<file path="src/cbs_pkg.sv">
`default_nettype none

package cbs_pkg;

    // Field widths of the request and result channels.
    localparam int OP_W    = 3;
    localparam int ENTRY_W = 16;
    localparam int FIDX_W  = 8;
    localparam int COUNT_W = 9;

    // Widest bit position inside a cell (cells are at most 64 bits wide).
    localparam int POS_W = 6;

    // Default geometry.
    localparam int NBITS_DEF      = 256;
    localparam int CELL_WIDTH_DEF = 8;

    typedef enum logic [OP_W-1:0] {
        OP_CLEAR      = 3'd0,
        OP_ADD        = 3'd1,
        OP_DELETE     = 3'd2,
        OP_TEST       = 3'd3,
        OP_COMPLEMENT = 3'd4,
        OP_RESTART    = 3'd5,
        OP_NEXT       = 3'd6
    } t_op;

    // Lowest qualifying set bit of one cell.
    typedef struct packed {
        logic             hit;
        logic [POS_W-1:0] pos;
    } t_find;

endpackage

`default_nettype wire

</file>
<file path="src/cbs_cell_ram.sv">
`default_nettype none

module cbs_cell_ram #(
    parameter int DEPTH  = 32,
    parameter int WIDTH  = 8,
    parameter int ADDR_W = 5
) (
    input  wire logic              i_clk,
    input  wire logic              i_wr_en,
    input  wire logic [ADDR_W-1:0] i_wr_addr,
    input  wire logic [WIDTH-1:0]  i_wr_data,
    input  wire logic              i_rd_en,
    input  wire logic [ADDR_W-1:0] i_rd_addr,
    output logic      [WIDTH-1:0]  o_rd_data
);

    logic [WIDTH-1:0] r_mem [DEPTH];
    logic [WIDTH-1:0] r_rd_data;

    always_ff @(posedge i_clk) begin
        if (i_wr_en) begin
            r_mem[i_wr_addr] <= i_wr_data;
        end
        if (i_rd_en) begin
            r_rd_data <= r_mem[i_rd_addr];
        end
    end

    assign o_rd_data = r_rd_data;

endmodule

`default_nettype wire

</file>
<file path="src/cbs_index_split.sv">
`default_nettype none

// Splits an element index into cell number and bit offset in two stages:
// a reciprocal multiply gives a quotient that is exact or one short, and
// the second stage fixes it with one compare and subtract.
module cbs_index_split
    import cbs_pkg::*;
#(
    parameter int CELL_WIDTH = CELL_WIDTH_DEF,
    parameter int CIDX_W     = 5,
    parameter int OFF_W      = 3
) (
    input  wire logic               i_clk,
    input  wire logic               i_rst_n,
    input  wire logic               i_start,
    input  wire logic [ENTRY_W-1:0] i_entry,
    output logic                    o_done,
    output logic      [CIDX_W-1:0]  o_cell,
    output logic      [OFF_W-1:0]   o_off
);

    localparam int RECIP_W = ENTRY_W + 1;
    localparam int PROD_W  = ENTRY_W + RECIP_W;
    localparam logic [RECIP_W-1:0] RECIP = RECIP_W'((1 << ENTRY_W) / CELL_WIDTH);
    localparam logic [ENTRY_W-1:0] CW    = ENTRY_W'(CELL_WIDTH);

    logic               r_v1, r_v2;
    logic [ENTRY_W-1:0] r_entry;
    logic [ENTRY_W-1:0] r_q0;
    logic [CIDX_W-1:0]  r_cell;
    logic [OFF_W-1:0]   r_off;

    logic [PROD_W-1:0]  prod;
    logic [ENTRY_W-1:0] rem0;
    logic [ENTRY_W-1:0] q_fix;
    logic [ENTRY_W-1:0] rem_fix;

    assign prod = PROD_W'(i_entry) * PROD_W'(RECIP);

    always_comb begin
        rem0 = r_entry - ENTRY_W'(r_q0 * CW);
        if (rem0 >= CW) begin
            q_fix   = r_q0 + 1'b1;
            rem_fix = rem0 - CW;
        end else begin
            q_fix   = r_q0;
            rem_fix = rem0;
        end
    end

    always_ff @(posedge i_clk) begin
        if (!i_rst_n) begin
            r_v1 <= 1'b0;
            r_v2 <= 1'b0;
        end else begin
            r_v1 <= i_start;
            r_v2 <= r_v1;
        end
        r_entry <= i_entry;
        r_q0    <= prod[ENTRY_W +: ENTRY_W];
        r_cell  <= q_fix[CIDX_W-1:0];
        r_off   <= rem_fix[OFF_W-1:0];
    end

    assign o_done = r_v2;
    assign o_cell = r_cell;
    assign o_off  = r_off;

endmodule

`default_nettype wire

</file>
<file path="src/cbs_first_set.sv">
`default_nettype none

// Finds the lowest set bit of a cell at or above a starting offset.
module cbs_first_set
    import cbs_pkg::*;
#(
    parameter int CELL_WIDTH = CELL_WIDTH_DEF,
    parameter int OFF_W      = 3
) (
    input  wire logic [CELL_WIDTH-1:0] i_word,
    input  wire logic [OFF_W-1:0]      i_off,
    output t_find                      o_find
);

    always_comb begin
        o_find = '0;
        for (int i = CELL_WIDTH - 1; i >= 0; i--) begin
            if (i_word[i] && (OFF_W'(i) >= i_off)) begin
                o_find.hit = 1'b1;
                o_find.pos = POS_W'(i);
            end
        end
    end

endmodule

`default_nettype wire

</file>
<file path="src/complementable_bitmap_set_top.sv">
// Request paths: complement, restart, the unused code and an out-of-range entry go straight to
// the result; add, delete and test pass index split, cell read and, where the bit changes, write
// back; next member reads cells one a cycle until it finds a member or the end; clear runs the
// clearing pass first. Flow: one request in flight; the next is taken once the previous result
// is registered, later while an earlier result still waits for ready. Reset (synchronous, active
// low) empties the set, then a clearing pass zeroes one cell a cycle, taking no requests.
`default_nettype none

module complementable_bitmap_set_top
    import cbs_pkg::*;
#(
    parameter int NBITS      = NBITS_DEF,
    parameter int CELL_WIDTH = CELL_WIDTH_DEF
) (
    input  wire logic               i_clk,
    input  wire logic               i_rst_n,
    input  wire logic               i_in_valid,
    output logic                    o_in_ready,
    input  wire logic [OP_W-1:0]    i_op,
    input  wire logic [ENTRY_W-1:0] i_entry,
    output logic                    o_out_valid,
    input  wire logic               i_out_ready,
    output logic                    o_is_member,
    output logic                    o_found,
    output logic      [FIDX_W-1:0]  o_found_index,
    output logic      [COUNT_W-1:0] o_count,
    output logic                    o_is_empty,
    output logic                    o_out_of_range
);

    // Geometry derived from the parameters. The cursor is kept as a cell
    // number, a bit offset inside that cell and the index of the cell's bit 0.
    localparam int NCELLS    = (NBITS + CELL_WIDTH - 1) / CELL_WIDTH;
    localparam int CIDX_W    = (NCELLS > 1) ? $clog2(NCELLS) : 1;
    localparam int CCNT_W    = $clog2(NCELLS + 1);
    localparam int OFF_W     = $clog2(CELL_WIDTH);
    localparam int CNT_W     = $clog2(NBITS + 1);
    localparam int BASE_W    = $clog2(NCELLS * CELL_WIDTH + 1);
    localparam int LAST_BITS = NBITS - (NCELLS - 1) * CELL_WIDTH;
    localparam logic [CELL_WIDTH-1:0] LAST_MASK =
        {CELL_WIDTH{1'b1}} >> (CELL_WIDTH - LAST_BITS);

    typedef enum logic [2:0] {
        S_SWEEP,
        S_IDLE,
        S_SPLIT,
        S_RMW,
        S_SCAN,
        S_RESP
    } t_state;

    t_state              r_state;
    t_op                 r_op;
    logic                r_inv;
    logic [CNT_W-1:0]    r_count;
    logic [CCNT_W-1:0]   r_cur_cell;
    logic [OFF_W-1:0]    r_cur_off;
    logic [BASE_W-1:0]   r_base;
    logic [CIDX_W-1:0]   r_sweep;
    logic                r_sweep_resp;
    logic [CIDX_W-1:0]   r_acc_cell;
    logic [OFF_W-1:0]    r_acc_off;
    logic                r_res_mem;
    logic                r_res_found;
    logic [FIDX_W-1:0]   r_res_fidx;
    logic                r_res_oor;
    logic                r_out_valid;
    logic                r_out_mem;
    logic                r_out_found;
    logic [FIDX_W-1:0]   r_out_fidx;
    logic [COUNT_W-1:0]  r_out_count;
    logic                r_out_empty;
    logic                r_out_oor;

    logic                  in_fire;
    logic                  out_free;
    logic                  split_done;
    logic [CIDX_W-1:0]     split_cell;
    logic [OFF_W-1:0]      split_off;
    logic                  ram_wr_en;
    logic [CIDX_W-1:0]     ram_wr_addr;
    logic [CELL_WIDTH-1:0] ram_wr_data;
    logic                  ram_rd_en;
    logic [CIDX_W-1:0]     ram_rd_addr;
    logic [CELL_WIDTH-1:0] ram_rd_data;
    logic                  member;
    logic [CELL_WIDTH-1:0] scan_word;
    t_find                 find;
    logic [CCNT_W-1:0]     next_cell;
    logic                  cursor_done;
    logic                  in_range;

    assign o_in_ready  = (r_state == S_IDLE);
    assign in_fire     = i_in_valid && o_in_ready;
    assign out_free    = !r_out_valid || i_out_ready;
    assign in_range    = ({1'b0, i_entry} < (ENTRY_W + 1)'(NBITS));
    assign cursor_done = (r_cur_cell == CCNT_W'(NCELLS));
    assign next_cell   = r_cur_cell + 1'b1;

    // The cell under a read-modify-write; membership is the stored bit
    // differing from the complement flag.
    assign member = ram_rd_data[r_acc_off] ^ r_inv;

    // Under complement, bits past the end of the last cell read as members,
    // so they are masked off before the search.
    assign scan_word = (ram_rd_data ^ {CELL_WIDTH{r_inv}})
                     & ((r_cur_cell == CCNT_W'(NCELLS - 1)) ? LAST_MASK : {CELL_WIDTH{1'b1}});

    cbs_index_split #(
        .CELL_WIDTH (CELL_WIDTH),
        .CIDX_W     (CIDX_W),
        .OFF_W      (OFF_W)
    ) u_split (
        .i_clk   (i_clk),
        .i_rst_n (i_rst_n),
        .i_start (in_fire),
        .i_entry (i_entry),
        .o_done  (split_done),
        .o_cell  (split_cell),
        .o_off   (split_off)
    );

    cbs_first_set #(
        .CELL_WIDTH (CELL_WIDTH),
        .OFF_W      (OFF_W)
    ) u_find (
        .i_word (scan_word),
        .i_off  (r_cur_off),
        .o_find (find)
    );

    cbs_cell_ram #(
        .DEPTH  (NCELLS),
        .WIDTH  (CELL_WIDTH),
        .ADDR_W (CIDX_W)
    ) u_ram (
        .i_clk     (i_clk),
        .i_wr_en   (ram_wr_en),
        .i_wr_addr (ram_wr_addr),
        .i_wr_data (ram_wr_data),
        .i_rd_en   (ram_rd_en),
        .i_rd_addr (ram_rd_addr),
        .o_rd_data (ram_rd_data)
    );

    // Memory port control. Only one request is in flight, so a write back
    // always completes before the next read of any cell is issued.
    always_comb begin
        ram_wr_en   = 1'b0;
        ram_wr_addr = r_acc_cell;
        ram_wr_data = ram_rd_data ^ (CELL_WIDTH'(1) << r_acc_off);
        ram_rd_en   = 1'b0;
        ram_rd_addr = r_cur_cell[CIDX_W-1:0];
        unique case (r_state)
            S_SWEEP: begin
                ram_wr_en   = 1'b1;
                ram_wr_addr = r_sweep;
                ram_wr_data = '0;
            end
            S_IDLE: begin
                ram_rd_en = in_fire && (t_op'(i_op) == OP_NEXT) && !cursor_done;
            end
            S_SPLIT: begin
                ram_rd_en   = split_done;
                ram_rd_addr = split_cell;
            end
            S_RMW: begin
                ram_wr_en = ((r_op == OP_ADD) && !member) || ((r_op == OP_DELETE) && member);
            end
            S_SCAN: begin
                ram_rd_en   = !find.hit && (next_cell != CCNT_W'(NCELLS));
                ram_rd_addr = next_cell[CIDX_W-1:0];
            end
            default: begin
            end
        endcase
    end

    always_ff @(posedge i_clk) begin
        if (!i_rst_n) begin
            r_state      <= S_SWEEP;
            r_sweep      <= '0;
            r_sweep_resp <= 1'b0;
            r_inv        <= 1'b0;
            r_count      <= '0;
            r_cur_cell   <= '0;
            r_cur_off    <= '0;
            r_base       <= '0;
            r_out_valid  <= 1'b0;
        end else begin
            // In S_RESP a taken result is replaced by the next one below.
            if (r_out_valid && i_out_ready && (r_state != S_RESP)) begin
                r_out_valid <= 1'b0;
            end
            unique case (r_state)
                S_SWEEP: begin
                    r_sweep <= r_sweep + 1'b1;
                    if (r_sweep == CIDX_W'(NCELLS - 1)) begin
                        r_state <= r_sweep_resp ? S_RESP : S_IDLE;
                    end
                end
                S_IDLE: begin
                    if (in_fire) begin
                        r_op        <= t_op'(i_op);
                        r_res_mem   <= 1'b0;
                        r_res_found <= 1'b0;
                        r_res_fidx  <= '0;
                        r_res_oor   <= 1'b0;
                        r_state     <= S_RESP;
                        case (t_op'(i_op))
                            OP_CLEAR: begin
                                r_inv        <= 1'b0;
                                r_count      <= '0;
                                r_cur_cell   <= '0;
                                r_cur_off    <= '0;
                                r_base       <= '0;
                                r_sweep      <= '0;
                                r_sweep_resp <= 1'b1;
                                r_state      <= S_SWEEP;
                            end
                            OP_ADD, OP_DELETE, OP_TEST: begin
                                if (in_range) begin
                                    r_state <= S_SPLIT;
                                end else begin
                                    r_res_oor <= 1'b1;
                                end
                            end
                            OP_COMPLEMENT: begin
                                r_inv   <= !r_inv;
                                r_count <= CNT_W'(NBITS) - r_count;
                            end
                            OP_RESTART: begin
                                r_cur_cell <= '0;
                                r_cur_off  <= '0;
                                r_base     <= '0;
                            end
                            OP_NEXT: begin
                                if (!cursor_done) begin
                                    r_state <= S_SCAN;
                                end
                            end
                            default: begin
                            end
                        endcase
                    end
                end
                S_SPLIT: begin
                    if (split_done) begin
                        r_acc_cell <= split_cell;
                        r_acc_off  <= split_off;
                        r_state    <= S_RMW;
                    end
                end
                S_RMW: begin
                    r_res_mem <= (r_op == OP_ADD || r_op == OP_TEST) && member;
                    if ((r_op == OP_ADD) && !member) begin
                        r_count <= r_count + 1'b1;
                    end
                    if ((r_op == OP_DELETE) && member) begin
                        r_count <= r_count - 1'b1;
                    end
                    r_state <= S_RESP;
                end
                S_SCAN: begin
                    if (find.hit) begin
                        r_res_found <= 1'b1;
                        r_res_fidx  <= FIDX_W'(r_base + BASE_W'(find.pos));
                        r_state     <= S_RESP;
                        if (find.pos == POS_W'(CELL_WIDTH - 1)) begin
                            r_cur_cell <= next_cell;
                            r_cur_off  <= '0;
                            r_base     <= r_base + BASE_W'(CELL_WIDTH);
                        end else begin
                            r_cur_off <= OFF_W'(find.pos) + 1'b1;
                        end
                    end else begin
                        r_cur_cell <= next_cell;
                        r_cur_off  <= '0;
                        r_base     <= r_base + BASE_W'(CELL_WIDTH);
                        if (next_cell == CCNT_W'(NCELLS)) begin
                            r_state <= S_RESP;
                        end
                    end
                end
                S_RESP: begin
                    if (out_free) begin
                        r_out_valid <= 1'b1;
                        r_out_mem   <= r_res_mem;
                        r_out_found <= r_res_found;
                        r_out_fidx  <= r_res_fidx;
                        r_out_count <= COUNT_W'(r_count);
                        r_out_empty <= (r_count == '0);
                        r_out_oor   <= r_res_oor;
                        r_state     <= S_IDLE;
                    end
                end
                default: begin
                    r_state <= S_IDLE;
                end
            endcase
        end
    end

    assign o_out_valid    = r_out_valid;
    assign o_is_member    = r_out_mem;
    assign o_found        = r_out_found;
    assign o_found_index  = r_out_fidx;
    assign o_count        = r_out_count;
    assign o_is_empty     = r_out_empty;
    assign o_out_of_range = r_out_oor;

endmodule

`default_nettype wire

</file>
<file path="config.mk">
export PLATFORM = sky130hd
export DESIGN_NAME = complementable_bitmap_set_top
export DESIGN_NICKNAME = d
export VERILOG_FILES = /design/src/cbs_pkg.sv /design/src/cbs_cell_ram.sv /design/src/cbs_index_split.sv /design/src/cbs_first_set.sv /design/src/complementable_bitmap_set_top.sv
export SDC_FILE = /design/constraint.sdc
export NUM_CORES = 1
export LEC_CHECK = 0
export BUFFER_PORTS_ARGS = -buffer_cell sky130_fd_sc_hd__buf_2
export CORE_MARGIN = 5
export CORE_UTILIZATION = 51
export CTS_CLUSTER_DIAMETER = 200
export DETAILED_ROUTE_END_ITERATION = 6
export GPL_ROUTABILITY_DRIVEN = 0
export PLACE_DENSITY = 0.76
export SLEW_MARGIN = 40
export SYNTH_ARGS = -nofsm -noshare
export SYNTH_HDL_FRONTEND = slang
export SYNTH_SLANG_ARGS = --single-unit
export TNS_END_PERCENT = 50
</file>
<file path="constraint.sdc">
create_clock -name i_clk -period 3.97 [get_ports i_clk]
set_input_delay 1.191 -clock i_clk [delete_from_list [all_inputs] [get_ports i_clk]]
set_output_delay 1.191 -clock i_clk [all_outputs]
set_load 0.1 [all_outputs]
</file>
# == After elaboration in Yosys (flattened, before gate mapping) ==
# Memories as Yosys holds them, arrays and structs flattened. A register that Yosys moved wholly into a read port is not among the register bits.
# Cells that the tools add are included.
# classes
addsub,11
magnitude_cmp,11
eq_ne,31
shifts,1
n_mux,65
n_bitwise,3
n_reduce_logical,46
# op_table
cell,n
9-bit two-way mux,7
7-bit two-way mux,8
9-bit case mux with 2 select lines,3
3-bit two-way mux,13
6-bit two-way mux,4
8-bit two-way mux,3
3-bit AND reduction,8
5-bit two-way mux,4
5-bit case mux with 2 select lines,2
"3-bit by 2-bit equality test with 1-bit output, second input constant",6
3-bit case mux with 6 select lines,1
1-bit logical AND,17
"16-bit by 4-bit >= comparator with 1-bit output, second input constant",1
"16-bit by 9-bit < comparator with 1-bit output, second input constant",1
8-bit case mux with 2 select lines,1
16-bit subtractor,1
8-bit bitwise XOR,2
"3-bit equality test, second input constant",5
"6-bit equality test, second input constant",2
"3-bit >= comparator, first input constant",4
"3-bit != test, second input constant",4
6-bit case mux with 2 select lines,1
4-bit AND reduction,3
"5-bit by 1-bit adder with 5-bit output, second input constant",2
34 further kinds,65
# word_totals
reg_bits,120
mem_bits_rw,256
inputBits,23
output_inout_bits,23
wordCells,197
mem_count,1
# mem_list
name,depth,width,rd,rd_ports_with_merged_regs,wr,line_no,rtl
u_ram.r_mem,32,8,1,1,1,cbs_cell_ram.sv:17,logic [WIDTH-1:0] r_mem [DEPTH];

# == Logic depth before layout (Yosys ltp) ==
# Gate-level depths: netlist (run 1).
# logic_depth
word_depth,14
depth_mapped,15
mapped_depth_nobuf,13

# == By module ==
# Synthesis (run 1) repeated with hierarchy kept, for this count alone.
# hier_totals
cells_unflattened,904
area_unflattened_um2,14940.6
# by_module_without_submodules
module,n_inst,cells_each,area_per_inst_um2,seq_area_each_um2
cbs_cell_ram,1,417,10133.5,7927.6
complementable_bitmap_set_top,1,432,4225.3,1971.9
cbs_index_split,1,20,372.9,360.3
cbs_first_set,1,35,209.0,0.0

# == Worst setup path after synthesis (run 1) ==
# Ideal clock, no wire load.
# synth_path
path_kind,input to register
start,input port i_rst_n
end,"register r_out_count[0], in the netlist o_count[0] (enable)"
setup_ps,460
arrival_time_ps,3689
required_ps,3510
setup_slack_ps,-179
stages,2
n_path_buf,1
cell_sequence,clkbuf_1 -> nor4b_1
# synth_between
elab_chain_len,1
# synth_rtl
element,line_no,rtl
start: declaration,complementable_bitmap_set_top.sv:16,"input wire logic i_rst_n,"
3-bit AND reduction (no line),n/a,
end signal: assignment,complementable_bitmap_set_top.sv:291,r_out_count <= COUNT_W'(r_count);
end: declaration,complementable_bitmap_set_top.sv:71,logic [COUNT_W-1:0] r_out_count;
# Every way passes these cells.
# A chain may end at the register's enable or synchronous reset.

# == Worst setup path in the final report (run 1) ==
# layout_path
start,register r_state[1]
end,"register u_ram.r_rd_data[7], in the netlist u_ram.o_rd_data[7], read port of u_ram.r_mem (data pin)"
# layout_between
elab_chain_len,5
word_cells_on_any_way,8
cone_classes,eq/ne: 3; mux: 2; reduce/logical: 3
# layout_rtl
element,line_no,rtl
start: declaration,complementable_bitmap_set_top.sv:52,t_state r_state;
start signal: assignment,complementable_bitmap_set_top.sv:199,r_state <= r_sweep_resp ? S_RESP : S_IDLE;
3-bit by 1-bit equality test with 1-bit output,"complementable_bitmap_set_top.sv:93, complementable_bitmap_set_top.sv:154",
1-bit logical AND,complementable_bitmap_set_top.sv:94,assign in_fire = i_in_valid && o_in_ready;
1-bit logical AND (2 in series),complementable_bitmap_set_top.sv:161,ram_rd_en = in_fire && (t_op'(i_op) == OP_NEXT) && !cursor_done;
1-bit case mux with 3 select lines,complementable_bitmap_set_top.sv:154,unique case (r_state)
end: declaration,cbs_cell_ram.sv:18,logic [WIDTH-1:0] r_rd_data;
# Parallel ways exist; a longest one is shown, timed or not.

==> metrics, run 1 <==
post-synthesis async set-or-reset flop share 0%; via count 10335; combinational share of power 1.7%; Synth Area per Inst 13.0 um^2; overall power 7.61 mW; CP cell instances nor3_1 > o21ai_2 > buf_12 > nand2_1 > buf_12 > a2111oi_0 > or4_1 > o22ai_1 > or3_1; Synth Flop Type edfxtp_1; Core Region 30400 um^2; 1st-iter DRT viols 1056; Area after DPL 16600 um^2; count leader, synth edfxtp_1; Die Wd 185 um; share of cells above drive strength 1 17.0%; clock buffer depth 3; DRC viols 0; CP max FO 66; Area growth syn-to-layout 13.7%; Crit. End Element register; Yosys top cell area share 59.1%; fmax 276 MHz; final worst setup slack 0.343 ns; setup TNS 0 ns; Slowest cell on crit path dfxtp_1; Top Ports 46; Leak 6.44 nW; Max-Slew Margin vs Limit 49.7%; Sw Ratio 19.6%; RSZ-0062 raised after global routing no; initial antenna violation count 0; Setup Skew 0.0198 ns; die area 34200 um^2; # Max-Cap Violations 0; final WL 35200 um; Initial DRT Pass Iterations 6; # resized after CTS 0; Hold Vio Cnt, Final 0; register share of total power 53.8%; number of port buffers 45; num rows 64; Inserted Diodes 0; post-CTS setup buffers 0; clock power share 44.4%; Post-Synthesis Cells 1200; Synth warnings 0; clock latency on the worst-skew pair 0.52 ns; Sw Pwr 1.49 mW; worst endpoint required time 4.22 ns; total internal power 6.12 mW; post-synth top area cell edfxtp_1; CP arrival 3.88 ns; TritonCTS clock tree done; Distinct cells, synth 75; flops & latches, synth 359; post-route ant nets 0; initial cell density of the core 51.3%; top post-synthesis cells by count 307 x edfxtp_1, 99 x nand2_1, 89 x and3_1; mapped cell area 15600 um^2; Max Slew Vio Count 0; cts-stage hold buffer count 0; P per Cell Area 428 nW/um^2; via-per-instance ratio 6.12; Min Clock Period, post-route 3.63 ns; status finished clean; Die Span Y 185 um; design area 17700 um^2; Post-Syn Nets 1241; period utilisation layout 91.4%; DP HPWL 21600 um; htree depth 2; cell mode on critical path buf_12; largest net degree at the start of global routing 67; Num Clock Sinks 359; sequential share of the synthesized area 65.7%; kind of start point of the critical path register; CTS buffer count 37; worst reg-to-reg path cell count 9; global-route wire length before repair 54900 um; worst slack, placed 0.424 ns; hold path depth 0; number of synthesized flops with an enable pin 307; gr ovfl total 0; Final setup viols 0; actual slew at the worst max-slew pin 0.754 ns; top cells by area, synth edfxtp_1 59%, dfxtp_1 6.7%, a2111oi_0 3.6%, and3_1 3.6%, nand2_1 2.4%; Root Driver clkbuf_16; Max VDD drop 0.404 mV; Worst-path clk slew 0.06 ns; Hold Path Class reg2reg; vias in the first global route 10019; largest stage delay on the critical path 0.81 ns; Total GRT Usage 20.2%; critical path class reg2reg; fin nets 1306; WL/cell 20.9 um
routing by layer:
layer	global-route usage, %	share of wire, %
met1	27.6	41
met5	0	0
met2	33.7	48
met4	6.55	3.1
met3	2.97	7.3
layout by cell type, fill, tap and decap left out, types with 16 or more instances in the layout:
| cell type | synthesis | routed |
|---|---|---|
| nor4_1 | 20 | 20 |
| a21oi_1 | 21 | 19 |
| mux2_2 | 32 | 32 |
| nor2_1 | 70 | 64 |
| and3_1 | 89 | 89 |
| buf_2 | 12 | 45 |
| nand3_1 | 16 | 16 |
| clkbuf_16 | 0 | 38 |
| o21ai_0 | 35 | 35 |
| nor3_1 | 19 | 19 |
| o22ai_1 | 25 | 25 |
| or4_1 | 19 | 19 |
| edfxtp_1 | 307 | 307 |
| and2_1 | 29 | 29 |
| buf_4 | 1 | 56 |
| nand2_1 | 99 | 99 |
| a2111oi_0 | 65 | 65 |
| dfxtp_1 | 52 | 51 |
| ha_1 | 17 | 17 |
| a211oi_1 | 18 | 18 |
registers in the layout, summed over array words and instances (netlist names), 3 cells and up:
signal	count
o_found_index	8
r_base	5
r_sweep	5
u_split.o_cell	5
r_op	3
u_split.o_off	3
r_res_fidx	8
u_ram.o_rd_data	8
u_split.r_entry	8
r_cur_cell	6
r_count	9
o_count	9
r_state	3
r_acc_off	3
r_acc_cell	5
u_ram.r_mem	256
r_cur_off	3
critical path: cells and delay by family, from the launching register on:
family	cells	cell delay, ns
AOI/OAI and AO/OA	3	1.06
and+or+nand+nor	4	0.99
DFF	1	0.81
buffers and inverters	2	0.47
area by class of cell:
cell class                      count  area (um^2)
Multi-Input combinational cell    748         5020
Tap cell                          396          495
Clock inverter                     16          176
Inverter                           13         48.8
Fill cell                        2377        12700
Timing Repair Buffer              106          746
Sequential cell                   359        10300
Clock buffer                       50         1010
cells by family after synthesis:
family	count (synthesis)	share of synthesized area [%]
flip-flops	359	65.7
adder cells (fa/ha/maj)	18	1.49
AO/OA/AOI/OAI	238	11.2
XOR/XNOR	25	1.40
AND/OR/NAND/NOR	422	14.5
other	1	0.0240
multiplexers	44	3.24
buffers and inverters	93	2.45
final timing paths:
check / from / slack (ns) / to
worst max-delay path: r_state[1]$_SDFFE_PN0P_ / 0.34 / u_ram.o_rd_data[7]$_DFFE_PP_
worst min-delay path: u_split.r_entry[2]$_DFF_P_ / 0.33 / u_split.o_off[2]$_DFF_P_
worst max register to register: r_state[1]$_SDFFE_PN0P_ / 0.34 / u_ram.o_rd_data[7]$_DFFE_PP_
worst min register to register: u_split.r_entry[2]$_DFF_P_ / 0.33 / u_split.o_off[2]$_DFF_P_
power groups by stage:
stage / Sequential [mW] / Clock, mW / Combinational (mW)
3_3_place_gp: 4.17 / 0 / 0.124
6_report: 4.09 / 3.38 / 0.130
5_1_grt: 4.10 / 3.58 / 0.139
4_1_cts: 4.09 / 3.43 / 0.128
2_1_floorplan: 4.17 / 0 / 0.0718
3_5_place_dp: 4.17 / 0 / 0.127
metrics by stage:
step                instances  utilization, %  hold WS (ns)
finish                   1688            58.3         0.325
global route             1688            58.3         0.330
CTS                      1688            58.3         0.325
detailed placement       1622            54.4         0.312
global placement         1622            54.4         0.312
floorplan                1200               -         0.310
(Power assumes the default switching activity.)
==> inputs of run 2 (changes only) <==
--- a/config.mk
+++ b/config.mk
@@ -8,6 +8,7 @@
 export BUFFER_PORTS_ARGS = -buffer_cell sky130_fd_sc_hd__buf_2
 export CORE_MARGIN = 5
 export CORE_UTILIZATION = 51
+export CTS_BUF_LIST = sky130_fd_sc_hd__clkbuf_4
 export CTS_CLUSTER_DIAMETER = 200
 export DETAILED_ROUTE_END_ITERATION = 6
 export GPL_ROUTABILITY_DRIVEN = 0
==> run 2 against run 1 <==
Against the previous run:
- fmax is 1.2% higher
- global-route usage up 0.28 points
- setup slack better by 0.042 ns
- sequential power about the same
- flip-flop and latch count unchanged
- total power down 4.2%
- largest power group unchanged
==> metrics, run 2 (synthesized netlist as in run 1, its figures left out) <==
via count 10535; CTS buffer count 89; vias in the first global route 10379; final WL 35200 um; # resized after CTS 0; Setup Skew 0.0572 ns; Largest register FFs 256; most frequent cells in the layout 307 x edfxtp_1, 137 x clkbuf_4, 99 x nand2_1; actual slew at the worst max-slew pin 0.817 ns; critical path class reg2reg; multi-input logic area 5020 um^2; Die Wd 185 um; Max Slew Vio Count 0; Initial DRT Pass Iterations 6; Hold Vio Cnt, Final 0; initial cell density of the core 51.3%; share of cells above drive strength 1 22.7%; design area 17700 um^2; clock buffer depth 3; DRC viols 0; worst slack, placed 0.424 ns; Die Span Y 185 um; period utilisation layout 90.3%; largest net degree at the start of global routing 67; worst endpoint required time 4.39 ns; RSZ-0062 raised after global routing no; gr ovfl total 0; # Max-Cap Violations 0; Reg area 10300 um^2; Max-Slew Margin vs Limit 45.5%; die area 34200 um^2; fmax 279 MHz; Worst-path clk slew 0.07 ns; 1st-iter DRT viols 960; global-route wire length before repair 55500 um; Max VDD drop 0.277 mV; post-CTS setup buffers 0; Num Clock Sinks 359; initial antenna violation count 1; cts-stage hold buffer count 0; Area after DPL 16600 um^2; via-per-instance ratio 5.89; Min Clock Period, post-route 3.59 ns; Fillers 2457; status finished clean; Total GRT Usage 20.5%; Crit. End Element register; commonest non-fill, non-tap cell in the layout edfxtp_1; final worst setup slack 0.384 ns; Leak 6.57 nW; R2R setup slack 0.38 ns; post-route ant nets 0; TritonCTS clock tree done; CP max FO 66; CP arrival 4.00 ns; clock latency on the worst-skew pair 0.73 ns; Final setup viols 0; most flop-heavy register u_ram.r_mem; Top Ports 46; htree depth 3; Area growth syn-to-layout 13.6%; Worst Hold Slack 0.325 ns; WL/cell 19.7 um; Hold Path Class reg2reg; Root Driver clkbuf_4; fin nets 1358; DP HPWL 21600 um; Core Region 30400 um^2; num rows 64; kind of start point of the critical path register; Util after Layout 58.3%; setup TNS 0 ns; number of port buffers 45; P per Cell Area 411 nW/um^2
run 2: worst max-delay path, stage by stage, from the launching register on:
cell and delay, ns:
dfxtp_1 0.80, nor3_1 0.14, o21ai_2 0.22, buf_12 0.27, nand2_1 0.13, buf_12 0.20
a2111oi_0 0.65, or4_1 0.28, o22ai_1 0.14, or3_1 0.41
run 2: per-stage QoR:
stage          cells  power, mW
2_1_floorplan   1200       4.24
3_3_place_gp    1622       4.30
3_5_place_dp    1622       4.30
4_1_cts         1787       7.37
5_1_grt         1788       7.58
6_report        1788       7.29
run 2: area by class of cell:
| cell class | count | share of cell area (%) |
|---|---|---|
| well taps | 396 | 2.79 |
| clock buffers | 137 | 5.80 |
| clock inverters | 28 | 0.804 |
| multi-input cells | 748 | 28.3 |
| repair buffers | 106 | 4.20 |
| inverters | 13 | 0.275 |
| flip-flops and latches | 359 | 57.8 |
| diodes | 1 | 0.0141 |
run 2: per-layer routing:
layer / global-route usage (%) / wire (um) / vias up
li1: - / - / 4983
met1: 27.4 / 14600 / 5034
met2: 33.3 / 17000 / 435
met3: 3.75 / 2320 / 83
met4: 8.43 / 1220 / 0
met5: 0 / 0 / -
run 2: worst paths after layout:
kind / depth (start not counted) / end / start
setup / recovery: 9 / u_ram.o_rd_data[2]$_DFFE_PP_ / r_state[1]$_SDFFE_PN0P_
setup reg to reg: 9 / u_ram.o_rd_data[2]$_DFFE_PP_ / r_state[1]$_SDFFE_PN0P_
hold / removal: 0 / u_split.o_cell[3]$_DFF_P_ / u_split.r_entry[6]$_DFF_P_
hold reg to reg: 0 / u_split.o_cell[3]$_DFF_P_ / u_split.r_entry[6]$_DFF_P_
run 2: report_power, final:
| group | internal [mW] | switching [mW] | leakage, nW | total (mW) |
|---|---|---|---|---|
| Combinational | 0.0499 | 0.0798 | 2.38 | 0.130 |
| Clock | 1.60 | 1.47 | 0.704 | 3.07 |
| Sequential | 4.08 | 0.0143 | 3.49 | 4.09 |
==> inputs of run 3 (changes only) <==
--- a/config.mk
+++ b/config.mk
@@ -5,14 +5,14 @@
 export SDC_FILE = /design/constraint.sdc
 export NUM_CORES = 1
 export LEC_CHECK = 0
-export BUFFER_PORTS_ARGS = -buffer_cell sky130_fd_sc_hd__buf_2
+export BUFFER_PORTS_ARGS = -buffer_cell sky130_fd_sc_hd__buf_4
 export CORE_MARGIN = 5
 export CORE_UTILIZATION = 51
 export CTS_BUF_LIST = sky130_fd_sc_hd__clkbuf_4
 export CTS_CLUSTER_DIAMETER = 200
 export DETAILED_ROUTE_END_ITERATION = 6
 export GPL_ROUTABILITY_DRIVEN = 0
-export PLACE_DENSITY = 0.76
+export PLACE_DENSITY = 0.7
 export SLEW_MARGIN = 40
 export SYNTH_ARGS = -nofsm -noshare
 export SYNTH_HDL_FRONTEND = slang
==> run 3 against run 2 <==
Against the previous run:
- sequential share of layout area fell by 0.50 points
- critical endpoint is now r_base[6]$_SDFFE_PN0P_
- clock-buffer cell count fell by 2
- first-iteration DRC count rose by 16%
- total power rose by 0.74%
==> metrics, run 3 (synthesized netlist as in run 1, its figures left out) <==
Total GRT Usage 21.0%; commonest non-fill, non-tap cell in the layout edfxtp_1; fmax 289 MHz; share of cells above drive strength 1 22.7%; Max-Slew Margin vs Limit 47.2%; global-route wire length before repair 56200 um; Max Slew Vio Count 0; clock buffer depth 3; WL/cell 20.2 um; TritonCTS clock tree done; post-CTS setup buffers 0; vias in the first global route 10407; Fillers 2469; overall power 7.34 mW; gr ovfl total 0; Max VDD drop 0.306 mV; Setup Skew 0.0692 ns; most frequent cells in the layout 307 x edfxtp_1, 135 x clkbuf_4, 102 x buf_4; Leak 6.61 nW; final WL 36100 um; initial antenna violation count 1; number of port buffers 45; CP max FO 23; Area growth syn-to-layout 14.7%; DRC viols 0; Die Wd 185 um; DP HPWL 21900 um; # resized after CTS 0; actual slew at the worst max-slew pin 0.791 ns; Root Driver clkbuf_4; P per Cell Area 410 nW/um^2; clock latency on the worst-skew pair 0.75 ns; most flop-heavy register u_ram.r_mem; Reg area 10300 um^2; post-route ant nets 0; multi-input logic area 5020 um^2; die area 34200 um^2; Worst Hold Slack 0.320 ns; period utilisation layout 87.3%; Crit. End Element register; RSZ-0062 raised after global routing no; num rows 64; Final setup viols 0; CP arrival 4.08 ns; via count 10627; Hold Path Class reg2reg; Util after Layout 58.8%; setup TNS 0 ns; via-per-instance ratio 5.93; cts-stage hold buffer count 0; Min Clock Period, post-route 3.47 ns; worst endpoint required time 4.58 ns; kind of start point of the critical path register; Core Region 30400 um^2; 1st-iter DRT viols 1117; Initial DRT Pass Iterations 5; Worst-path clk slew 0.07 ns; # Max-Cap Violations 0; placed cell count 1624; fin nets 1361; status finished clean; initial cell density of the core 51.3%; fin cells 1791; htree depth 3; Top Ports 46; Largest register FFs 256; largest net degree at the start of global routing 66; Die Span Y 185 um; CTS buffer count 90; Hold Vio Cnt, Final 0; Num Clock Sinks 359; critical path class reg2reg
run 3: per-stage QoR:
stage          area [um^2]  setup slack (ns)
2_1_floorplan        15600             0.483
3_3_place_gp         16700             0.539
3_5_place_dp         16700             0.532
4_1_cts              17900             0.512
5_1_grt              17900             0.155
6_report             17900             0.504
run 3: worst paths after layout:
path                              start                        to  slack, ns  cells past startpoint
max                  r_inv$_SDFFE_PN0P_    r_base[6]$_SDFFE_PN0P_       0.50                     13
max reg2reg          r_inv$_SDFFE_PN0P_    r_base[6]$_SDFFE_PN0P_       0.50                     13
min          u_split.r_entry[1]$_DFF_P_  u_split.o_off[1]$_DFF_P_       0.32                      0
min reg2reg  u_split.r_entry[1]$_DFF_P_  u_split.o_off[1]$_DFF_P_       0.32                      0
run 3: worst max-delay path: stages, from the launching register on:
cell	delay, ns
dfxtp_1	0.83
xor2_1	0.24
o21ai_0	0.11
a22oi_1	0.19
o21ai_0	0.15
a31oi_1	0.19
nand2_1	0.13
inv_1	0.08
ha_1	0.14
ha_1	0.18
nor2_1	0.07
a21o_1	0.33
or4_1	0.52
a21boi_0	0.19
run 3: final cells by class:
type	count	share of cell area (%)
well taps	396	2.77
flip-flops and latches	359	57.3
inverters	13	0.273
diodes	1	0.0140
clock inverters	31	0.972
clock buffers	135	5.66
repair buffers	108	4.95
multi-input cells	748	28.0
run 3: power by group:
part           switching (mW)  internal, mW
Sequential             0.0134          4.08
Combinational          0.0805        0.0576
Clock                    1.47          1.64
run 3: layer usage:
metal | up-vias | global-route usage [%] | routed length [um]
li1 | 4982 | - | -
met1 | 5143 | 28.3 | 15000
met2 | 450 | 33.9 | 17700
met3 | 52 | 4.63 | 2770
met4 | 0 | 7.05 | 710
met5 | - | 0 | 0
